## src/hdl/fpsc_pkg.sv

```systemverilog
// ----------------------------------------------------------------------------
// fpsc_pkg
// Shared constants, register codes and pipeline flag types for the
// five-point stencil clamp unit.
// ----------------------------------------------------------------------------
package fpsc_pkg;

    // Default sizes for the top-level parameters.
    localparam int MAX_GRID_DEF  = 1024;
    localparam int FRAC_BITS_DEF = 16;

    // Integer bits of a cell value and the largest integer value kept.
    localparam int INT_BITS      = 7;
    localparam int VALUE_INT_MAX = 127;

    // Configuration port.
    localparam int GRID_W        = 11;
    localparam int GAIN_W        = 16;
    localparam int CFG_W         = 16;
    localparam int CFG_IDX_W     = 2;
    localparam int GRID_RESET    = 1024;
    localparam int GAIN_RESET    = 15729;
    localparam int SIDE_MIN      = 3;

    typedef enum logic [CFG_IDX_W-1:0] {
        REG_GRID_SIZE = 2'd0,
        REG_GAIN      = 2'd1
    } cfg_reg_t;

    // What one input cell causes, carried down the pipeline.
    typedef struct packed {
        logic has_first;   // a stencil result for the row above
        logic interior;    // that result uses the full stencil
        logic has_second;  // last row: the cell itself passes through
        logic eof;         // the pass-through result is the final grid cell
    } fpsc_flags_t;

endpackage

```

## src/hdl/fpsc_window.sv

```systemverilog
// ----------------------------------------------------------------------------
// fpsc_window
// Read-return stage: keeps the sliding window of the row being finished,
// writes the shifted rows back to the line store and forms the Laplacian.
// ----------------------------------------------------------------------------
module fpsc_window #(
    parameter int ADDR_W = 10,
    parameter int DATA_W = 23
) (
    input  logic                    clk,
    input  logic                    rst_n,
    input  logic                    adv,
    input  logic                    accept,
    input  logic [ADDR_W-1:0]       in_addr,
    input  logic [DATA_W-1:0]       in_value,
    input  fpsc_pkg::fpsc_flags_t   in_flags,
    input  logic [DATA_W-1:0]       rd_older,
    input  logic [DATA_W-1:0]       rd_newer,
    output logic                    wr_en,
    output logic [ADDR_W-1:0]       wr_addr,
    output logic [DATA_W-1:0]       wr_older,
    output logic [DATA_W-1:0]       wr_newer,
    output logic                    c_valid,
    output logic signed [DATA_W+2:0] c_lap,
    output logic [DATA_W-1:0]       c_center,
    output logic [DATA_W-1:0]       c_value,
    output fpsc_pkg::fpsc_flags_t   c_flags
);
    import fpsc_pkg::*;

    localparam int SUM_W = DATA_W + 2;
    localparam int LAP_W = DATA_W + 3;

    logic               b_valid_reg;
    logic [ADDR_W-1:0]  b_addr_reg;
    logic [DATA_W-1:0]  b_value_reg;
    fpsc_flags_t        b_flags_reg;

    logic [DATA_W-1:0]  win_left_reg;
    logic [DATA_W-1:0]  win_center_reg;
    logic [DATA_W-1:0]  win_up_reg;

    logic               c_valid_reg;
    logic signed [LAP_W-1:0] c_lap_reg;
    logic [DATA_W-1:0]  c_center_reg;
    logic [DATA_W-1:0]  c_value_reg;
    fpsc_flags_t        c_flags_reg;

    logic [SUM_W-1:0]   sum4;
    logic [SUM_W-1:0]   four_c;
    logic signed [LAP_W-1:0] lap_next;
    logic               b_fire;

    assign b_fire = adv && b_valid_reg;

    // Stage valid bits.
    always_ff @(posedge clk or negedge rst_n)
    begin
        if (!rst_n)
        begin
            b_valid_reg <= 1'b0;
            c_valid_reg <= 1'b0;
        end
        else if (adv)
        begin
            b_valid_reg <= accept;
            c_valid_reg <= b_valid_reg;
        end
    end

    // Request registers of the read-return stage.
    always_ff @(posedge clk)
    begin
        if (accept)
        begin
            b_addr_reg  <= in_addr;
            b_value_reg <= in_value;
            b_flags_reg <= in_flags;
        end
    end

    // The read of column x+1 becomes the center for the next request.
    always_ff @(posedge clk)
    begin
        if (b_fire)
        begin
            win_left_reg   <= win_center_reg;
            win_center_reg <= rd_newer;
            win_up_reg     <= rd_older;
        end
    end

    // Laplacian: up + down + left + right - 4 * center.
    always_comb
    begin
        sum4 = SUM_W'(win_up_reg) + SUM_W'(b_value_reg)
             + SUM_W'(win_left_reg) + SUM_W'(rd_newer);
        four_c = {win_center_reg, 2'b00};
        lap_next = $signed({1'b0, sum4}) - $signed({1'b0, four_c});
    end

    always_ff @(posedge clk)
    begin
        if (adv)
        begin
            c_lap_reg    <= lap_next;
            c_center_reg <= win_center_reg;
            c_value_reg  <= b_value_reg;
            c_flags_reg  <= b_flags_reg;
        end
    end

    // Row shift write-back: the old newer row becomes the older row.
    assign wr_en    = b_fire;
    assign wr_addr  = b_addr_reg;
    assign wr_older = win_center_reg;
    assign wr_newer = b_value_reg;

    assign c_valid  = c_valid_reg;
    assign c_lap    = c_lap_reg;
    assign c_center = c_center_reg;
    assign c_value  = c_value_reg;
    assign c_flags  = c_flags_reg;

endmodule

```

## config.mk

```make
export PLATFORM = sky130hd
export DESIGN_NAME = fpsc_window
export DESIGN_NICKNAME = d
export VERILOG_FILES = /design/src/hdl/fpsc_pkg.sv /design/src/hdl/fpsc_window.sv
export SDC_FILE = /design/constraint.sdc
export NUM_CORES = 1
export LEC_CHECK = 0
export BUFFER_PORTS_ARGS = -buffer_cell sky130_fd_sc_hd__buf_4
export CORE_MARGIN = 4
export CORE_UTILIZATION = 54
export DETAILED_ROUTE_END_ITERATION = 10
export GPL_ROUTABILITY_DRIVEN = 0
export PLACE_DENSITY_LB_ADDON = 0.15
export SYNTH_ARGS = -nofsm -noshare
export SYNTH_HDL_FRONTEND = slang
export SYNTH_SLANG_ARGS = --single-unit
```

## constraint.sdc

```tcl
create_clock -name clk -period 4.8 [get_ports clk]
set_input_delay 0 -clock clk [delete_from_list [all_inputs] [get_ports clk]]
set_output_delay 0 -clock clk [all_outputs]
set_load 0.1 [all_outputs]
```

==> impl_metrics.ini <==
[setup_path]
worstSetupPathType = flop to flop
critPathRequiredTime_ps = 4970
end_kind = flop
r2r_cells = 11
arrival_ps = 4330
crit_fanout = 5
critPathLaunchType = flop

[route]
via_per_inst = 4.87
drcViolationCount = 0
met2WireLength_mm = 9.69
routed_wl_mm = 19.1
ant_nets = 0
drt_pass1_iterations = 5
drt-met1-wl_mm = 7.53
drtIter0Drc = 255
highest_layer = met4
wl_met3_mm = 1.53
vias = 5545
drt-wirelength-per-cell_um = 16.8

[synth]
async_reset_ff_share_pct = 1.09
synthCells = 590
synth_area_per_cell_um2 = 15.0
synth_edf_count = 182
synth.area.top_cells = edfxtp_1 62%, fa_1 15%, inv_1 6.0%, ha_1 4.3%, xnor2_1 1.3%
yosysTopAreaCell = edfxtp_1
syn_nets = 773
ys_seq_area_share_pct = 62.5
synth_warnings = 0
yosys.area.top_type_share_pct = 61.9
synth.distinct_cells = 51
ys.flop_type = edfxtp_1
syn_area_um2 = 8820
ys_ff_latch = 184

[layout]
layout_common_cells = 222 x buf_4, 182 x edfxtp_1, 140 x inv_1
fin_util_pct = 76.4
layout-drive-gt1-share_pct = 28.3
synthToLayoutAreaGrowth_pct = 38.0
n_antenna_cell = 0
fin_cells = 1138
final_common_cell = buf_4
fin_area_um2 = 12200
nNetsFinal = 1092
largest_register_ffs = 26

[global_route]
grt_pass1_vias = 5970
grt-ovfl-total = 0
grt_max_degree = 71
antenna_found_initial = 0
groute.usage.overall_pct = 21.4
grt_pass1_wl_mm = 30.5

[pwr]
vdd_drop_max_v = 0.000351
power_mw = 7.03
power.leakage_nw = 5.32
p_per_area_nw_per_um2 = 577

[clock_tree]
cts-root-buf = clkbuf_16
post-cts-setup-buffers = 0
cts_buffer_depth = 2
clock-sinks = 184
numCtsBuffers = 17
post_cts_resized = 0
clk_pin_slew_worst_paths_ps = 70
cts.htree.levels = 4
postCtsHoldBufs = 85
insertion_delay_ps = 430
cts_tree = done

[placed_design]
hpwl_mm = 13.0
dp_cells = 1021
place_ws_ps = 632
placed_area_um2 = 10700
place.port_buffers = 220

[min_path]
whs_path_depth = 1
hp-class = primary input to flop

[run]
max-cap-violations = 0

[timing]
slew_viol_final = 0
fin_crit_sh_pct = 86.5
setup-tns-final_ps = 0
holdWs_ps = 57.9
finClkSkew_ps = 12.3
finalCriticalPeriod_ps = 4150
tightest_slew_ps = 971
max_freq_mhz = 241
rsz0062_at_grt = no
setup_violations = 0
layout_setup_ws_ps = 646
relSlewSlack_pct = 35.3
hold_viol_final = 0

[floorplan]
core_area_um2 = 15900
fp-row-count = 46
die_h_um = 136
die_x_um = 136
initial_core_util_pct = 55.3
die_area_um2 = 18400
io_pins = 221

[status]
status = complete, no violations
-- critical path, stage by stage, from the launching register on --
cell	delay (ps)
edfxtp_1	460
inv_1	130
fa_1	450
fa_1	560
fa_1	440
ha_1	380
nor2b_4	160
o31a_1	290
o311ai_0	580
a31oi_1	180
o22ai_1	180
xor2_1	90
-- routing by layer --
layer	global-route usage, %	vias to the layer above
met5	0	-
li1	-	2650
met1	27.3	2661
met4	5.82	0
met2	35.9	208
met3	6.81	26
-- cell type report --
| class | instances | area [um2] |
|---|---|---|
| Clock buffer | 17 | 425 |
| Clock inverter | 15 | 175 |
| Fill cell | 959 | 3760 |
| Inverter | 140 | 526 |
| Multi-Input combinational cell | 259 | 2750 |
| Sequential cell | 184 | 5520 |
| Tap cell | 216 | 270 |
| Timing Repair Buffer | 307 | 2520 |
-- synth_stat cells (3+ instances only) --
cell type  count
a21o_1         4
o21ai_0       11
inv_1        140
xnor2_1       13
clkbuf_1       5
and2_1         5
nor3_1         4
fa_1          66
ha_1          30
xor2_1         8
nor2_1        17
o21ai_1        3
nand2_1       16
edfxtp_1     182
o211ai_1       3
o21a_1         3
a21oi_1       22
nand3_1       10
nand4_1        4
-- kinds of logic after synthesis --
group / Yosys count / synth area share (%)
multiplexers: 3 / 0.369
AND/OR/NAND/NOR: 66 / 3.69
buffers and inverters: 147 / 6.35
AO/OA/AOI/OAI: 73 / 5.77
XOR/XNOR: 21 / 2.08
adder cells (fa/ha/maj): 96 / 19.2
flip-flops: 184 / 62.5
-- worst paths after layout --
| path | slack, ps | from | endpoint |
|---|---|---|---|
| hold reg to reg | 430 | b_flags_reg[3]$_DFFE_PP_ | c_flags[3]$_DFFE_PP_ |
| hold / removal | 60 | adv | c_value[7]$_DFFE_PP_ |
| setup reg to reg | 650 | wr_older[1]$_DFFE_PP_ | c_lap[25]$_DFFE_PP_ |
| setup / recovery | 650 | wr_older[1]$_DFFE_PP_ | c_lap[25]$_DFFE_PP_ |
| max in group asynchronous | 4240 | rst_n | c_valid$_DFFE_PN0P_ |
| min in group asynchronous | 430 | rst_n | b_valid_reg$_DFFE_PN0P_ |
-- where the power goes --
group          internal (mW)  switching (mW)
Clock                  0.752           0.675
Combinational           1.04            2.39
Sequential              2.08          0.0889
No activity file was read; power rests on OpenSTA's default activity.
