File: src/hdl/fpsc_pkg.sv
// ----------------------------------------------------------------------------
// fpsc_pkg
// Shared constants, register codes and pipeline flag types for the
// five-point stencil clamp unit.
// ----------------------------------------------------------------------------
package fpsc_pkg;

    // Default sizes for the top-level parameters.
    localparam int MAX_GRID_DEF  = 1024;
    localparam int FRAC_BITS_DEF = 16;

    // Integer bits of a cell value and the largest integer value kept.
    localparam int INT_BITS      = 7;
    localparam int VALUE_INT_MAX = 127;

    // Configuration port.
    localparam int GRID_W        = 11;
    localparam int GAIN_W        = 16;
    localparam int CFG_W         = 16;
    localparam int CFG_IDX_W     = 2;
    localparam int GRID_RESET    = 1024;
    localparam int GAIN_RESET    = 15729;
    localparam int SIDE_MIN      = 3;

    typedef enum logic [CFG_IDX_W-1:0] {
        REG_GRID_SIZE = 2'd0,
        REG_GAIN      = 2'd1
    } cfg_reg_t;

    // What one input cell causes, carried down the pipeline.
    typedef struct packed {
        logic has_first;   // a stencil result for the row above
        logic interior;    // that result uses the full stencil
        logic has_second;  // last row: the cell itself passes through
        logic eof;         // the pass-through result is the final grid cell
    } fpsc_flags_t;

endpackage

File: src/hdl/fpsc_update.sv
// ----------------------------------------------------------------------------
// fpsc_update
// Multiplies the Laplacian by the gain, then floors, adds the center and
// saturates to the legal cell range.
// ----------------------------------------------------------------------------
module fpsc_update #(
    parameter int FRAC_BITS = 16
) (
    input  logic                          clk,
    input  logic                          rst_n,
    input  logic                          adv,
    input  logic [fpsc_pkg::GAIN_W-1:0]   gain,
    input  logic                          c_valid,
    input  logic signed [fpsc_pkg::INT_BITS+FRAC_BITS+2:0] c_lap,
    input  logic [fpsc_pkg::INT_BITS+FRAC_BITS-1:0] c_center,
    input  logic [fpsc_pkg::INT_BITS+FRAC_BITS-1:0] c_value,
    input  fpsc_pkg::fpsc_flags_t         c_flags,
    output logic                          d_valid,
    output logic [fpsc_pkg::INT_BITS+FRAC_BITS-1:0] d_first,
    output logic [fpsc_pkg::INT_BITS+FRAC_BITS-1:0] d_second,
    output fpsc_pkg::fpsc_flags_t         d_flags
);
    import fpsc_pkg::*;

    localparam int DATA_W = INT_BITS + FRAC_BITS;
    localparam int LAP_W  = DATA_W + 3;
    localparam int PROD_W = LAP_W + GAIN_W + 1;
    localparam int STEP_W = PROD_W - GAIN_W;
    localparam int RES_W  = STEP_W + 1;
    localparam logic [DATA_W-1:0] VALUE_MAX = {INT_BITS'(VALUE_INT_MAX), {FRAC_BITS{1'b0}}};

    logic                     d_valid_reg;
    logic signed [PROD_W-1:0] d_prod_reg;
    logic [DATA_W-1:0]        d_center_reg;
    logic [DATA_W-1:0]        d_value_reg;
    fpsc_flags_t              d_flags_reg;

    logic signed [STEP_W-1:0] step;
    logic signed [RES_W-1:0]  res;
    logic [DATA_W-1:0]        clamped;

    always_ff @(posedge clk or negedge rst_n)
    begin
        if (!rst_n)
        begin
            d_valid_reg <= 1'b0;
        end
        else if (adv)
        begin
            d_valid_reg <= c_valid;
        end
    end

    // Product stage.
    always_ff @(posedge clk)
    begin
        if (adv)
        begin
            d_prod_reg   <= c_lap * $signed({1'b0, gain});
            d_center_reg <= c_center;
            d_value_reg  <= c_value;
            d_flags_reg  <= c_flags;
        end
    end

    // Floor by the arithmetic shift, add the center, saturate.
    always_comb
    begin
        step = $signed(d_prod_reg[PROD_W-1:GAIN_W]);
        res  = RES_W'($signed({1'b0, d_center_reg})) + RES_W'(step);
        if (res[RES_W-1])
        begin
            clamped = '0;
        end
        else if ($unsigned(res) > RES_W'(VALUE_MAX))
        begin
            clamped = VALUE_MAX;
        end
        else
        begin
            clamped = res[DATA_W-1:0];
        end
    end

    // Border cells keep their value unclamped.
    assign d_first  = d_flags_reg.interior ? clamped : d_center_reg;
    assign d_second = d_value_reg;
    assign d_valid  = d_valid_reg;
    assign d_flags  = d_flags_reg;

endmodule

File: config.mk
export PLATFORM = sky130hd
export DESIGN_NAME = fpsc_update
export DESIGN_NICKNAME = d
export VERILOG_FILES = /design/src/hdl/fpsc_pkg.sv /design/src/hdl/fpsc_update.sv
export SDC_FILE = /design/constraint.sdc
export NUM_CORES = 1
export LEC_CHECK = 0
export BUFFER_PORTS_ARGS = -buffer_cell sky130_fd_sc_hd__buf_2
export CAP_MARGIN = 5
export CORE_MARGIN = 4
export CORE_UTILIZATION = 45
export CTS_CLUSTER_SIZE = 20
export DETAILED_ROUTE_END_ITERATION = 8
export GPL_TIMING_DRIVEN = 0
export PLACE_DENSITY = 0.69
export RECOVER_POWER = 50
export SLEW_MARGIN = 20
export SYNTH_ARGS = -nofsm -noshare
export SYNTH_HDL_FRONTEND = slang
export SYNTH_SLANG_ARGS = --single-unit
export TNS_END_PERCENT = 100
File: constraint.sdc
create_clock -name clk -period 3.65 [get_ports clk]
set_input_delay 0.1825 -clock clk [delete_from_list [all_inputs] [get_ports clk]]
set_output_delay 0.1825 -clock clk [all_outputs]
set_load 0.01 [all_outputs]
==> impl_metrics.tcl <==
set metrics [dict create \
    status "finished, violations left" \
    violations "max-capacitance violations, max-slew violations, negative setup slack" \
    drv_cap 1 \
    dpl_cell_area_um2 20500 \
    htreeDepth 3 \
    vias 14679 \
    grt_use_met1_pct 31.65 \
    die_area_um2 44820 \
    crit_path_start_kind "primary input" \
    slew_headroom_pct -42.56 \
    overflow 0 \
    holdPathEnd "d_second[5]" \
    via_per_inst 5.349 \
    cp_max_fo 8 \
    ant_nets 0 \
    clockBufferDepth 2 \
    clk_pin_slew_ns 0.07 \
    area_growth_pct 26.00 \
    die_w_um 211.7 \
    grt_usage_pct 24.47 \
    regToRegSetupSlack_ns 2.91 \
    grt_pass1_wl_um 86020 \
    grt_start_max_net_pins 44 \
    synth_top_area_cell "fa_1" \
    ys_seq_area_share_pct 12.52 \
    seqCellArea_um2 2337 \
    arrival_ns 5.90 \
    tritoncts "done" \
    antenna_found_initial 1 \
    cts_inserted_buffers 9 \
    dp_cells 2617 \
    synth_cell_type_count 76 \
    critPathKind "primary input to flip-flop" \
    met3_usage_pct 4.594 \
    drtIter0Drc 1072 \
    synthTopCellsByArea "fa_1, edfxtp_1, inv_1" \
    r2r-start "d_valid" \
    fp-row-count 74 \
    syn_avg_cell_area_um2 9.601 \
    setup_viol 50 \
    final_nets 2832 \
    io_pins 147 \
    n_fill_cell 3382 \
    largest_reg_flops 27 \
    start_util_pct 45.63 \
    r2r_end "d_valid" \
    tightest_slew_ns 2.138 \
    clock_latency_ns 0.35 \
    synth_ff_type "edfxtp_1" \
    hold_viol_final 0 \
    yosysWarnings 0 \
    busiest_layer "met2" \
    clock-sinks 78 \
    finalCriticalPeriod_ns 5.813 \
    holdPathStages 1 \
    syn_area_um2 18670 \
    critPathCaptureType "flip-flop" \
    hp-start "c_value[5]" \
    synth_top_area_share_pct 43.31 \
    syn-num-nets 2571 \
    rr_worst_depth 1 \
    required_ns 3.74 \
    dp_hpwl_um 42190 \
    design_area_um2 23530 \
    instances_no_fill 2744 \
    io_buffers 139 \
    whs_ns 0.004548 \
    core_area_um2 40920 \
    multi_input_area_um2 15320 \
    wirelength_um 54980 \
    fin_skew_ns 0 \
    fin_ws_ns -2.163 \
    drive_above_1_share_pct 25.46 \
    grtUsageMet2_pct 42.14 \
    syn_inst 1945 \
    async_reset_ff_share_pct 1.282 \
    dr.pass1.iters 6 \
    chipHeight_um 211.7 \
    wl_per_cell_um 20.03 \
    clock.fmax_mhz 172.0 \
    hp-class "primary input to flip-flop" \
    place_ws_ns -3.254 \
    fin_crit_sh_pct 159.3 \
    ys_seq_elements 78 \
    grt_pass1_vias 16305 \
    rsz0062_at_grt "true" \
    cts-root-buf "clkbuf_16" \
    final_max_slew_viol_count 36 \
    gp_routability_congestion 0.9203 \
    drt_drc_violations_left 0 \
    synth-edff-count 77 \
]
[what timing repair did]
| item | in CTS | in global routing |
|---|---|---|
| resized for setup | 274 | 137 |
| endpoints found under the hold margin | 1 | 2 |
| hold buffers | 1 | 2 |
| setup buffers | 66 | 40 |
| cloned | 8 | 2 |
| pin swaps | 107 | 86 |
| endpoints found under the setup margin | 50 | 50 |
[cells by family after synthesis]
group                    synth area share [%]
adder cells (fa/ha/maj)                 51.75
buffers and inverters                   11.76
flip-flops                              12.52
AND/OR/NAND/NOR                         14.15
XOR/XNOR                                2.439
AO/OA/AOI/OAI                           7.323
multiplexers                          0.06030
[placed cells by master, fill, tap and decap left out, types with 8 or more instances in the layout]
master / count
xor2_1: 9
buf_12: 8
a21oi_1: 22
inv_2: 25
buf_6: 40
nand2_2: 9
fa_1: 384
buf_4: 89
and2_4: 19
a21o_1: 16
a21oi_2: 18
fa_2: 20
ha_4: 24
ha_1: 97
buf_2: 115
inv_1: 463
o21ai_2: 11
clkbuf_16: 31
o41ai_2: 12
xnor2_2: 8
edfxtp_1: 77
nand2_1: 279
xnor2_1: 28
buf_8: 15
o21ai_0: 10
nand3_1: 10
nor2_1: 19
clkbuf_8: 18
and2_1: 150
[critical path, stage by stage]
cell	delay [ns]
buf_12	0.12
clkbuf_16	0.17
buf_6	0.12
and2_4	0.13
fa_1	0.48
inv_1	0.05
fa_1	0.57
inv_2	0.06
fa_1	0.57
fa_2	0.46
fa_1	0.51
inv_1	0.05
fa_1	0.51
inv_2	0.05
ha_4	0.24
a21o_1	0.20
a221oi_4	0.30
o21ai_4	0.13
nor2_4	0.18
o221ai_4	0.16
a211o_1	0.36
a21oi_2	0.19
xnor2_2	0.10
[per-stage QoR]
stage,utilization (%),setup TNS [ns]
after detailed placement,50.10,-86.84
after global routing,57.49,-66.81
after floorplan,-,-44.24
after CTS,55.69,-55.71
after global placement,50.05,-83.42
final,57.49,-60.31
[cells in the mapped netlist (4+ instances only)]
| library cell | n |
|---|---|
| inv_1 | 489 |
| fa_1 | 404 |
| nand2_1 | 291 |
| and2_1 | 168 |
| ha_1 | 126 |
| edfxtp_1 | 77 |
| clkbuf_1 | 68 |
| a21oi_1 | 43 |
| xnor2_1 | 37 |
| o21ai_0 | 25 |
| nor2_1 | 24 |
| a21o_1 | 16 |
| xor2_1 | 15 |
| o41ai_2 | 13 |
| nand3_1 | 12 |
| a22o_1 | 7 |
| nor3_1 | 7 |
| o211ai_1 | 7 |
| and3_1 | 6 |
| buf_6 | 6 |
| o21bai_1 | 6 |
| a2111oi_0 | 5 |
| and4_1 | 5 |
| nand2b_1 | 5 |
| nand4_1 | 5 |
| o21a_1 | 5 |
| a211oi_1 | 4 |
| o41ai_1 | 4 |
| or3_1 | 4 |
[layer usage]
metal,up-vias,part of all wire (%)
met5,-,0.024
met4,2,4.1
met3,172,7.9
met2,620,50
met1,7501,38
li1,6384,-
[worst max path at each step]
stage	startpoint	to	depth (start not counted)
4_1_cts	gain[5]	d_prod_reg[41]	24
3_3_place_gp	gain[6]	d_prod_reg[41]	23
6_report	gain[5]	d_prod_reg[41]	23
5_1_grt	gain[7]	d_prod_reg[41]	23
2_1_floorplan	gain[10]	d_prod_reg[31]	24
3_5_place_dp	gain[6]	d_prod_reg[41]	23
[cell type report]
cell class,count,share of cell area (%)
clock inverters,6,0.3935
repair buffers,251,7.945
clock buffers,10,1.016
inverters,489,7.812
diodes,1,0.01064
multi-input cells,1299,65.13
well taps,532,2.829
flip-flops and latches,78,9.934
plain buffers,78,4.935
Power is not shown: default switching activity piles up to over one toggle a cycle in this logic, so the estimate is an artifact.
