[src/hdl/fpsc_pkg.sv]
// ----------------------------------------------------------------------------
// fpsc_pkg
// Shared constants, register codes and pipeline flag types for the
// five-point stencil clamp unit.
// ----------------------------------------------------------------------------
package fpsc_pkg;

    // Default sizes for the top-level parameters.
    localparam int MAX_GRID_DEF  = 1024;
    localparam int FRAC_BITS_DEF = 16;

    // Integer bits of a cell value and the largest integer value kept.
    localparam int INT_BITS      = 7;
    localparam int VALUE_INT_MAX = 127;

    // Configuration port.
    localparam int GRID_W        = 11;
    localparam int GAIN_W        = 16;
    localparam int CFG_W         = 16;
    localparam int CFG_IDX_W     = 2;
    localparam int GRID_RESET    = 1024;
    localparam int GAIN_RESET    = 15729;
    localparam int SIDE_MIN      = 3;

    typedef enum logic [CFG_IDX_W-1:0] {
        REG_GRID_SIZE = 2'd0,
        REG_GAIN      = 2'd1
    } cfg_reg_t;

    // What one input cell causes, carried down the pipeline.
    typedef struct packed {
        logic has_first;   // a stencil result for the row above
        logic interior;    // that result uses the full stencil
        logic has_second;  // last row: the cell itself passes through
        logic eof;         // the pass-through result is the final grid cell
    } fpsc_flags_t;

endpackage

[src/hdl/fpsc_out_buf.sv]
// ----------------------------------------------------------------------------
// fpsc_out_buf
// Output register with one extra slot, so an input that causes two results
// hands both over at once and they leave on consecutive handshakes.
// ----------------------------------------------------------------------------
module fpsc_out_buf #(
    parameter int DATA_W  = 23,
    parameter int TDATA_W = 24
) (
    input  logic                  clk,
    input  logic                  rst_n,
    input  logic                  load,
    input  logic [DATA_W-1:0]     first,
    input  logic [DATA_W-1:0]     second,
    input  fpsc_pkg::fpsc_flags_t flags,
    output logic                  can_load,
    output logic                  m_tvalid,
    input  logic                  m_tready,
    output logic [TDATA_W-1:0]    m_tdata,
    output logic                  m_tlast,
    output logic                  m_tuser
);
    import fpsc_pkg::*;

    logic              out_valid_reg;
    logic [DATA_W-1:0] out_value_reg;
    logic              out_last_reg;
    logic              out_eof_reg;
    logic              sec_valid_reg;
    logic [DATA_W-1:0] sec_value_reg;
    logic              sec_eof_reg;
    logic              take;
    logic              fill;

    assign take     = out_valid_reg && m_tready;
    assign can_load = !out_valid_reg || (m_tready && !sec_valid_reg);
    assign fill     = load && flags.has_first;

    // Slot control.
    always_ff @(posedge clk or negedge rst_n)
    begin
        if (!rst_n)
        begin
            out_valid_reg <= 1'b0;
            sec_valid_reg <= 1'b0;
        end
        else if (fill)
        begin
            out_valid_reg <= 1'b1;
            sec_valid_reg <= flags.has_second;
        end
        else if (take)
        begin
            out_valid_reg <= sec_valid_reg;
            sec_valid_reg <= 1'b0;
        end
    end

    // Slot payload.
    always_ff @(posedge clk)
    begin
        if (fill)
        begin
            out_value_reg <= first;
            out_last_reg  <= !flags.has_second;
            out_eof_reg   <= 1'b0;
            sec_value_reg <= second;
            sec_eof_reg   <= flags.eof;
        end
        else if (take && sec_valid_reg)
        begin
            out_value_reg <= sec_value_reg;
            out_last_reg  <= 1'b1;
            out_eof_reg   <= sec_eof_reg;
        end
    end

    assign m_tvalid = out_valid_reg;
    assign m_tdata  = TDATA_W'(out_value_reg);
    assign m_tlast  = out_last_reg;
    assign m_tuser  = out_eof_reg;

endmodule

[config.mk]
export PLATFORM = sky130hd
export DESIGN_NAME = fpsc_out_buf
export DESIGN_NICKNAME = d
export VERILOG_FILES = /design/src/hdl/fpsc_pkg.sv /design/src/hdl/fpsc_out_buf.sv
export SDC_FILE = /design/constraint.sdc
export NUM_CORES = 1
export LEC_CHECK = 0
export BUFFER_PORTS_ARGS = -buffer_cell sky130_fd_sc_hd__buf_2
export CAP_MARGIN = 20
export CORE_MARGIN = 1.5
export CORE_UTILIZATION = 25
export CTS_CLUSTER_DIAMETER = 60
export CTS_CLUSTER_SIZE = 20
export DETAILED_ROUTE_END_ITERATION = 8
export PLACE_DENSITY = 0.45
export SETUP_SLACK_MARGIN = 0.02
export SYNTH_ARGS = -nofsm -noshare
export SYNTH_HDL_FRONTEND = slang
export SYNTH_SLANG_ARGS = --single-unit
[constraint.sdc]
create_clock -name clk -period 2.02 [get_ports clk]
set_clock_uncertainty 0.2 [all_clocks]
set_input_delay 0.404 -clock clk [delete_from_list [all_inputs] [get_ports clk]]
set_output_delay 0.404 -clock clk [all_outputs]
set_load 0.01 [all_outputs]
==> results by group, run 1 <==
Global route
  • GRT Overall Usage: 9.32%
  • GRT Residual Overflow: 0
  • Largest net degree at the start of global routing: 18
  • Initial antenna violation count: 0
  • First-pass GRT wire length: 5710 um
  • Vias in the first global route: 1170

Setup path
  • Setup crit end kind: primary output
  • Slowest CP cell: dfrtp_1
  • Worst r2r path cells: 3
  • Crit path launch type: register
  • Crit-path cells: nor2b_1 -> nand2b_1 -> buf_2
  • Setup CP Type: register to primary output
  • Worst Path Max Fanout: 3
  • Worst path max stage delay: 0.41 ns
  • Bufs and invs on worst path: 1
  • Arr. time, crit path: 1.06 ns
  • Critical register-to-register path startpoint: m_tvalid
  • FF-to-FF End: out_value_reg[14]
  • Worst endpoint required time: 1.42 ns
  • CP delay by family, top: flip-flops
  • Reg-to-reg setup timing slack: 0.60 ns

Drt
  • Drt pass-1 iters: 4
  • DRC viols: 0
  • Number of vias per cell: 3.88
  • DRT antenna net count: 0
  • Via count: 1109
  • 1st-iter DRT viols: 28
  • WL final: 3750 um
  • Post-DR wirelength/cell: 13.1 um

CTS
  • CTS root buf: clkbuf_8
  • Clock-pin slew on the worst setup and hold paths: 0.09 ns
  • Clock sink count: 51
  • CTS tree: built
  • Clk buf depth: 2
  • Cts repair resizes: 0
  • CTS Buf Count: 5
  • H-tree lvl count: 2
  • Clk_lat worst skew: 0.30 ns

Synth
  • Share of the synthesized area in the top cell type: 73.5%
  • FFs w/ async S/R, synth: 3.92%
  • Net Count, Synth: 147
  • Main flop type after synthesis: edfxtp_1
  • Commonest cells in the synthesized netlist: edfxtp_1, mux2_4, mux2_2
  • EDFF count, synth: 48
  • Synth Register Bits: 51
  • Most instantiated library cell after synthesis: edfxtp_1
  • Biggest area consumer among synthesized cells: edfxtp_1
  • Cell Area, Synth: 1960 um^2
  • Post-Syn Instances: 93
  • Synth top area cells: edfxtp_1, mux2_4, mux2_2
  • Syn_area_per_cell: 21.1 um^2
  • Yosys warns: 0
  • Seq/Total Area, Yosys: 77.0%
  • Post-synth cell types: 17

STA
  • Final Setup Violations: 0
  • Tmin final: 1.67 ns
  • Total negative slack: 0 ns
  • Final Hold Viols: 0
  • Fmax: 600 MHz
  • Period utilisation layout: 82.5%
  • Final Max Tran Viols: 0
  • RSZ-0062 raised after global routing: no

Finish
  • Fraction of layout cells with a size suffix above 1: 62.5%
  • Ant. Diodes: 0
  • Layout area overhead: 33.3%
  • Fin nets: 237

Die
  • Die Ht: 91.6 um
  • Die Wd: 91.6 um
  • Core area: 7650 um^2
  • Starting Density: 25.7%
  • I/O pin cnt: 82
  • Die area: 8390 um^2
  • Site row count: 32

Pwr
  • Switching portion of total power: 21.7%
  • Peak VDD IR: 0.335 mV
  • Pleak: 1.11 nW
  • Pwr/cell area: 792 nW/um^2
  • Design Power: 2.07 mW
  • P_int: 1.62 mW
  • Combinational fraction of design power: 12.1%
  • Clock Power Share: 26.6%
  • Net switching power: 0.448 mW
  • Sequential cell fraction of total power: 61.2%

Placed design
  • HPWL Detailed: 2760 um
  • I/O Buffers: 79
  • Gpl congestion: 0.735

Hold path
  • Type of the most critical hold path: primary input to register
  • Hold path depth: 1
  • Hold Path Sink: sec_value_reg[1]
  • Worst hold start: second[1]

Flow run
  • Max_cap viols: 0

Outcome
  • Status: finished, final reports clean
per-layer routing:
metal  GRT usage [%]  wire length [um]
met4            5.08                85
met2            15.4              1880
met3            2.93               268
met5               0                 0
met1            10.7              1520
cells by family after synthesis:
logic type      Yosys count  synth area share [%]
mux                      24                  17.0
other cells               1                 0.191
simple gates              6                  1.91
compound gates            5                  1.72
flops                    51                  77.0
buf+inv                   6                  2.10
per-stage QoR:
stage          std cells  area, um^2  hold slack (ns)  setup slack [ns]  utilization (%)
3_3_place_gp         277        2520          -0.0107             0.315             33.0
3_5_place_dp         277        2520         -0.00628             0.300             33.0
4_1_cts              286        2620           0.0615             0.334             34.2
5_1_grt              286        2620           0.0518             0.245             34.2
6_report             286        2620           0.0737             0.353             34.2
2_1_floorplan         93        1960          -0.0916             0.277                -
area by class of cell:
cell class	instances	area, um^2
flip-flops and latches	51	1510
inverters	3	11.3
clock inverters	2	7.51
well taps	102	128
clock buffers	6	72.6
fillers	769	5030
repair buffers	86	475
multi-input cells	36	409
how the worst max path moves through the flow:
stage                  startpoint                end  depth (start not counted)
finish              sec_valid_reg           can_load                          3
floorplan                    load            m_tlast                          3
global placement             load  out_value_reg[17]                          4
detailed placement           load  out_value_reg[19]                          4
global route        sec_valid_reg           can_load                          3
CTS                 sec_valid_reg           can_load                          3
worst reg2reg max path: stages (launching register included):
cell and delay, ns:
dfrtp_1 0.41, nand3_1 0.13, nand2_1 0.10, buf_4 0.26
layout by cell type, fill, tap and decap left out:
cell,synthesis,routed
clkbuf_8,0,5
inv_1,3,3
dfxtp_1,1,1
mux2_2,7,7
dlygate4sd3_1,0,1
nor2b_1,1,1
nand2b_1,1,1
mux2_4,17,17
nand3_1,2,2
edfxtp_1,48,48
clkinv_1,0,2
nand2_4,1,1
buf_2,0,79
nand2_1,1,1
buf_12,0,2
clkbuf_1,0,1
dfrtp_1,2,2
conb_1,1,1
a21boi_0,2,2
o21ai_0,2,2
a22o_1,1,1
buf_4,1,4
power groups by stage:
stage / combinational (mW) / clock, mW / sequential (mW)
2_1_floorplan: 0.108 / 0 / 1.31
3_3_place_gp: 0.250 / 0 / 1.29
3_5_place_dp: 0.256 / 0 / 1.29
4_1_cts: 0.258 / 0.583 / 1.27
5_1_grt: 0.275 / 0.621 / 1.28
6_report: 0.251 / 0.552 / 1.27
what timing repair did:
item	CTS	global route
hold endpoints to repair	2	0
hold buffers	1	0
setup buffers	0	0
(Power assumes the default switching activity.)
==> run 2: changes to the inputs <==
- ABC_AREA: default -> 1
- PLACE_DENSITY: 0.45 -> 0.47
- clock period: 2.02 -> 1.5 ns (I/O delays scaled with it)
==> run 2 against run 1 <==
Non-clock buffer count rose by 26. Count of clock-buffer cells in the layout rose by 1. Sequential share of layout area fell by 4.7 points. Global-route usage rose by 0.80 points. First-iteration DRC count rose by 3.6%. Via count rose by 22%. Final area rose by 8.8%. Critical path type unchanged.
==> results by group, run 2 <==
Outcome
  • Status: finished, final reports clean

STA
  • Period utilisation layout: 98.4%
  • RSZ-0062 raised after global routing: yes
  • Fmax: 678 MHz
  • Final Setup Violations: 0 (unchanged)
  • Final Max Tran Viols: 0 (unchanged)
  • Final Hold Viols: 0 (unchanged)
  • Tmin final: 1.48 ns

Drt
  • DRC viols: 0 (unchanged)
  • WL final: 3980 um (+6.1%)
  • Number of vias per cell: 3.80 (-2.0%)
  • DRT antenna net count: 0 (unchanged)
  • Drt pass-1 iters: 4 (unchanged)
  • 1st-iter DRT viols: 29 (+3.6%)
  • Post-DR wirelength/cell: 11.2 um (-15%)
  • Via count: 1353 (+22%)

Setup path
  • Arr. time, crit path: 0.98 ns (-0.08 ns)
  • Worst endpoint required time: 1.00 ns (-0.42 ns)
  • Reg-to-reg setup timing slack: 0.14 ns (-0.46 ns)
  • Critical path launch point: sec_valid_reg
  • Crit path launch type: register
  • Slowest CP cell: dfrtp_1
  • Worst path max stage delay: 0.40 ns (about the same)
  • Crit-path cells: o21ai_2 -> buf_2
  • Bufs and invs on worst path: 1 (unchanged)
  • Critical path depth in cells: 2 (-1)
  • Worst r2r path cells: 4 (+1)
  • FF-to-FF End: out_value_reg[21]
  • CP delay by family, top: flip-flops
  • Worst Path Max Fanout: 2 (-1)
  • Critical register-to-register path startpoint: sec_valid_reg
  • Setup crit end kind: primary output
  • End point of the critical path: can_load
  • Setup CP Type: register to primary output

Finish
  • Fin nets: 310 (+31%)
  • Most common cell after layout, fill and taps aside: buf_2
  • Layout area overhead: 48.0%
  • Post-Route Utilization: 38.8% (+4.6 points)
  • Ant. Diodes: 0 (unchanged)
  • Cell area after layout: 2850 um^2 (+8.8%)
  • Fraction of layout cells with a size suffix above 1: 41.6% (-21 points)
  • Commonest cells after routing, fill and taps aside: buf_2, nand2_1, edfxtp_1

Pwr
  • Pwr/cell area: 1000 nW/um^2 (+26%)
  • Design Power: 2.85 mW (+38%)
  • Pleak: 1.26 nW (+14%)
  • Peak VDD IR: 0.308 mV (-8.2%)

Global route
  • Met2 Usage GRT: 15.7% (+0.30 points)
  • GRT met3 Usage: 2.95% (+0.015 points)
  • GRT Overall Usage: 10.1% (+0.80 points)
  • Gr busiest metal: met2
  • Initial antenna violation count: 0 (unchanged)
  • Met1 usage: 13.0% (+2.2 points)
  • First-pass GRT wire length: 6420 um (+12%)
  • Vias in the first global route: 1269 (+8.5%)
  • GRT Residual Overflow: 0 (unchanged)
  • Largest net degree at the start of global routing: 17 (-1)

Synth
  • Net Count, Synth: 196 (+33%)
  • Mux share of post-synthesis cell area: 0% (-17 points)
  • Main combinational cell family by area after synthesis: simple AND/OR/NAND/NOR gates
  • Biggest area consumer among synthesized cells: edfxtp_1
  • Share of the synthesized area in the top cell type: 75.0% (+1.5 points)
  • Synth top area cells: edfxtp_1, nand2_1, nand2_2
  • Main flop type after synthesis: edfxtp_1
  • Compound-gate portion of the synthesized area: 0.260% (-1.5 points)
  • Post-Syn Instances: 142 (+53%)
  • Most instantiated library cell after synthesis: nand2_1
  • Cell Area, Synth: 1920 um^2 (-2.0%)
  • Synth Area in Simple Gates: 17.5% (+16 points)
  • Commonest cells in the synthesized netlist: nand2_1, edfxtp_1, nand2_2
  • Post-synth cell types: 16 (-1)
  • FFs w/ async S/R, synth: 3.92% (unchanged)
  • Synth Register Bits: 51 (unchanged)
  • Post-Synth Adder-Cell Area: 0% (unchanged)
  • Seq/Total Area, Yosys: 78.6% (+1.6 points)
  • EDFF count, synth: 48 (unchanged)
  • Yosys warns: 0 (unchanged)
  • Syn_area_per_cell: 13.5 um^2 (-36%)
  • Synth Area in XOR/XNOR: 0% (unchanged)

Placed design
  • HPWL Detailed: 2900 um (+5.1%)
  • Gpl congestion: 0.680 (-7.5%)
  • I/O Buffers: 79 (unchanged)
  • Placed Area: 2500 um^2 (-1.1%)

CTS
  • CTS tree: built
  • Clock sink count: 51 (unchanged)
  • CTS Buf Count: 5 (unchanged)
  • Clk buf depth: 2 (unchanged)
  • Clk_lat worst skew: 0.29 ns (about the same)
  • H-tree lvl count: 2 (unchanged)
  • Clock-pin slew on the worst setup and hold paths: 0.09 ns (about the same)
  • CTS root buf: clkbuf_8

Die
  • Die Ht: 90.7 um (-0.99%)
  • Starting Density: 26.2% (+0.56 points)
  • Site row count: 31 (-3.1%)
  • Die Wd: 90.7 um (-0.99%)
  • I/O pin cnt: 82 (unchanged)
  • Die area: 8220 um^2 (-2.0%)
  • Core area: 7330 um^2 (-4.1%)

Hold path
  • Hold path depth: 3 (+2)
  • Type of the most critical hold path: primary input to register

Flow run
  • Max_cap viols: 0 (unchanged)
==> run 2: cell types whose count changed after synthesis, moves of 7 or more <==
cell,delta
nand2_1,+66
mux2_4,-17
nand2_2,+9
mux2_2,-7
==> run 2: final cells by class <==
class | instances | area (um^2)
clock buffer | 7 | 76.3
clock inverter | 1 | 5.00
fill | 712 | 4490
inverter | 3 | 16.3
multi-input combinational | 83 | 357
sequential | 51 | 1510
tap | 99 | 124
timing repair buffer | 112 | 756
==> run 2: cells by family (layout without fill, tap and decap cells) <==
| group | Yosys count | in the layout |
|---|---|---|
| AO/OA/AOI/OAI | 1 | 1 |
| buffers and inverters | 8 | 123 |
| flip-flops | 51 | 51 |
| other | 1 | 1 |
| AND/OR/NAND/NOR | 81 | 81 |
==> run 2: report_power, final <==
group	internal, mW	switching, mW
clock	0.328	0.422
sequential	1.68	0.0289
combinational	0.199	0.190
total	2.21	0.641
==> run 2: per-stage QoR <==
stage / hold WS [ns] / std cells / TNS, ns / worst slack, ns
global route: 0.0275 / 356 / -0.0412 / -0.0412
detailed placement: -0.110 / 322 / 0 / 0.138
global placement: -0.109 / 322 / 0 / 0.147
finish: 0.0334 / 356 / 0 / 0.0240
CTS: 0.0244 / 356 / 0 / 0.00859
floorplan: -0.196 / 142 / 0 / 0.0579
==> run 2: metal layers <==
| layer | wire [um] | vias up |
|---|---|---|
| met1 | 1770 | 600 |
| met5 | 0 | - |
| met2 | 1880 | 54 |
| li1 | - | 695 |
| met4 | 65 | 0 |
| met3 | 265 | 4 |
==> run 2: how the worst min path moves through the flow <==
stage	from	endpoint
floorplan	rst_n	m_tvalid
global placement	rst_n	m_tvalid
detailed placement	rst_n	sec_valid_reg
CTS	flags[1]	sec_valid_reg
global route	flags[1]	sec_valid_reg
finish	flags[1]	sec_valid_reg
==> run 2: worst min-delay path: cells and delay by family <==
| kind | cells | cell delay, ns |
|---|---|---|
| buf+inv | 1 | 0.07 |
| simple gates | 2 | 0.13 |
==> run 2: repair_timing <==
action,4_1_cts,5_1_grt
endpoints found under the hold margin,26,0
pin swaps,1,1
buffers inserted,1,0
cloned,0,0
hold buffers,25,0
setup endpoints to repair,1,25
gates resized for setup,2,1
==> run 3: changes to the inputs <==
==> constraint.sdc (replaced) <==
create_clock -name clk -period 1.5 [get_ports clk]
set_clock_uncertainty 0.2 [all_clocks]
set_input_delay 0.15 -clock clk [delete_from_list [all_inputs] [get_ports clk]]
set_output_delay 0.15 -clock clk [all_outputs]
set_load 0.01 [all_outputs]
==> run 3 against run 2 <==
Register-to-register slack barely moved. Final area rose by 7.8%. First-iteration DRC count rose by 55%. The flow now finishes with violations (hold timing). Worst setup slack improved by 0.087 ns. Critical endpoint unchanged. Critical path depth did not move. Sequential power barely moved.
==> results by group, run 3 (same netlist as run 2, synthesis figures left out) <==
Outcome
  • Status: finished, violations left
  • Failing checks: hold timing

CTS
  • CTS root buf: clkbuf_8
  • Clock-pin slew on the worst setup and hold paths: 0.09 ns (about the same)
  • Clk buf depth: 2 (unchanged)
  • Clock sink count: 51 (unchanged)
  • H-tree lvl count: 2 (unchanged)
  • Clk_lat worst skew: 0.30 ns (about the same)
  • CTS Hold Bufs: 51 (+100%)
  • CTS tree: built
  • Setup Fix Bufs, Post-CTS: 0 (-1)
  • CTS Buf Count: 5 (unchanged)

Drt
  • Number of vias per cell: 3.78 (-0.46%)
  • Via count: 1430 (+5.7%)
  • WL final: 4270 um (+7.3%)
  • Post-DR wirelength/cell: 11.3 um (+1.1%)
  • Drt pass-1 iters: 4 (unchanged)
  • 1st-iter DRT viols: 45 (+55%)
  • DRC viols: 0 (unchanged)
  • DRT antenna net count: 0 (unchanged)

Finish
  • Commonest cells after routing, fill and taps aside: buf_2, nand2_1, dlygate4sd3_1
  • Fin nets: 332 (+7.1%)
  • Ant. Diodes: 0 (unchanged)
  • Cell area after layout: 3070 um^2 (+7.8%)
  • Fillers: 698 (-2.0%)
  • Fraction of layout cells with a size suffix above 1: 36.9% (-4.7 points)
  • Layout area overhead: 59.6%
  • Most common cell after layout, fill and taps aside: buf_2

Pwr
  • Sequential cell fraction of total power: 59.1% (-0.9 points)
  • Peak VDD IR: 0.340 mV (+10%)
  • Pwr/cell area: 943 nW/um^2 (-5.8%)
  • Pleak: 1.35 nW (+7.1%)
  • Combinational fraction of design power: 14.9% (+1.3 points)
  • Net switching power: 0.650 mW (+1.5%)
  • P_int: 2.24 mW (+1.6%)
  • Clock Power Share: 26.1% (-0.2 points)
  • Switching portion of total power: 22.5% (about the same)

STA
  • Fmax: 720 MHz (+6.2%)
  • Period utilisation layout: 92.6% (-5.8 points)
  • Total negative slack: 0 ns (unchanged)
  • Final Hold Viols: 2 (+2)
  • Final Setup Violations: 0 (unchanged)
  • Min Hold Slack: -0.0507 ns (-0.0841 ns)
  • Final Max Tran Viols: 0 (unchanged)
  • Tmin final: 1.39 ns (-0.0868 ns)
  • RSZ-0062 raised after global routing: no

Die
  • Site row count: 31 (unchanged)
  • Die area: 8220 um^2 (unchanged)
  • Starting Density: 26.2% (unchanged)
  • Die Wd: 90.7 um (unchanged)
  • I/O pin cnt: 82 (unchanged)
  • Core area: 7330 um^2 (unchanged)
  • Die Ht: 90.7 um (unchanged)

Hold path
  • Hold path depth: 4 (+1)
  • Type of the most critical hold path: primary input to register

Setup path
  • Slowest CP cell: dfrtp_1
  • Worst endpoint required time: 1.15 ns (+0.15 ns)
  • Worst Path Max Fanout: 3 (+1)
  • Crit-path cells: o21ai_2 -> buf_2
  • Setup crit end kind: primary output
  • Crit path launch type: register
  • Worst r2r path cells: 3 (-1)
  • Worst path max stage delay: 0.41 ns (about the same)
  • Setup CP Type: register to primary output
  • Arr. time, crit path: 1.04 ns (+0.06 ns)

Placed design
  • Placed Area: 2480 um^2 (-0.60%)
  • I/O Buffers: 79 (unchanged)
  • Gpl congestion: 0.750 (+10%)
  • HPWL Detailed: 2830 um (-2.6%)

Global route
  • Largest net degree at the start of global routing: 28 (+11)
  • Initial antenna violation count: 0 (unchanged)
  • Vias in the first global route: 1408 (+11%)
  • First-pass GRT wire length: 6820 um (+6.1%)
  • GRT Residual Overflow: 0 (unchanged)
  • GRT Overall Usage: 10.9% (+0.77 points)

Flow run
  • Max_cap viols: 0 (unchanged)
-- run 3: area by class of cell --
type	count	area, um^2	share of cell area (%)
sequential	51	1510	49.3
tap	99	124	4.04
multi-input combinational	83	352	11.5
clock buffer	7	76.3	2.49
timing repair buffer	134	983	32.1
inverter	3	16.3	0.530
clock inverter	1	5.00	0.163
-- run 3: final timing paths --
check                               from                 to  slack [ns]
max                        sec_valid_reg           can_load        0.11
max reg2reg                     m_tvalid  out_value_reg[19]        0.15
min reg2reg                  sec_eof_reg            m_tuser        0.29
max in group asynchronous          rst_n      sec_valid_reg        0.45
min in group asynchronous          rst_n           m_tvalid        0.53
min                             m_tready      sec_valid_reg       -0.05
-- run 3: critical path, delay by kind of cell, from the launching register on --
kind | cells | cell delay (ns)
compound gates | 1 | 0.18
flops | 1 | 0.41
buf+inv | 1 | 0.16
-- run 3: power by group through the flow --
stage          clock network, mW  registers (mW)  logic (mW)
6_report                   0.754            1.71       0.430
5_1_grt                    0.853            1.72       0.478
4_1_cts                    0.798            1.71       0.439
3_5_place_dp                   0            1.74       0.335
3_3_place_gp                   0            1.74       0.335
2_1_floorplan                  0            1.77       0.122
-- run 3: metal layers --
metal,vias to the layer above,GRT usage (%),part of all wire [%]
met3,9,2.86,6.0
met5,-,0,0
met1,622,13.3,44
li1,738,-,-
met4,0,5.29,2.8
met2,61,17.7,47
-- run 3: repair_timing --
item	4_1_cts	5_1_grt
endpoints found under the hold margin	52	2
gates resized for setup	1	1
endpoints found under the setup margin	1	2
cloned	0	0
-- run 3: stage by stage --
stage | utilization [%] | power [mW] | setup WS [ns] | hold WS, ns | instances
after floorplan | - | 1.89 | 0.0621 | -0.346 | 142
after global placement | 33.9 | 2.07 | 0.191 | -0.258 | 320
after detailed placement | 33.9 | 2.08 | 0.194 | -0.259 | 320
after CTS | 41.9 | 2.95 | 0.0662 | -0.0330 | 379
after global routing | 41.9 | 3.05 | 0.0583 | -0.0197 | 378
final | 41.9 | 2.89 | 0.111 | -0.0507 | 378
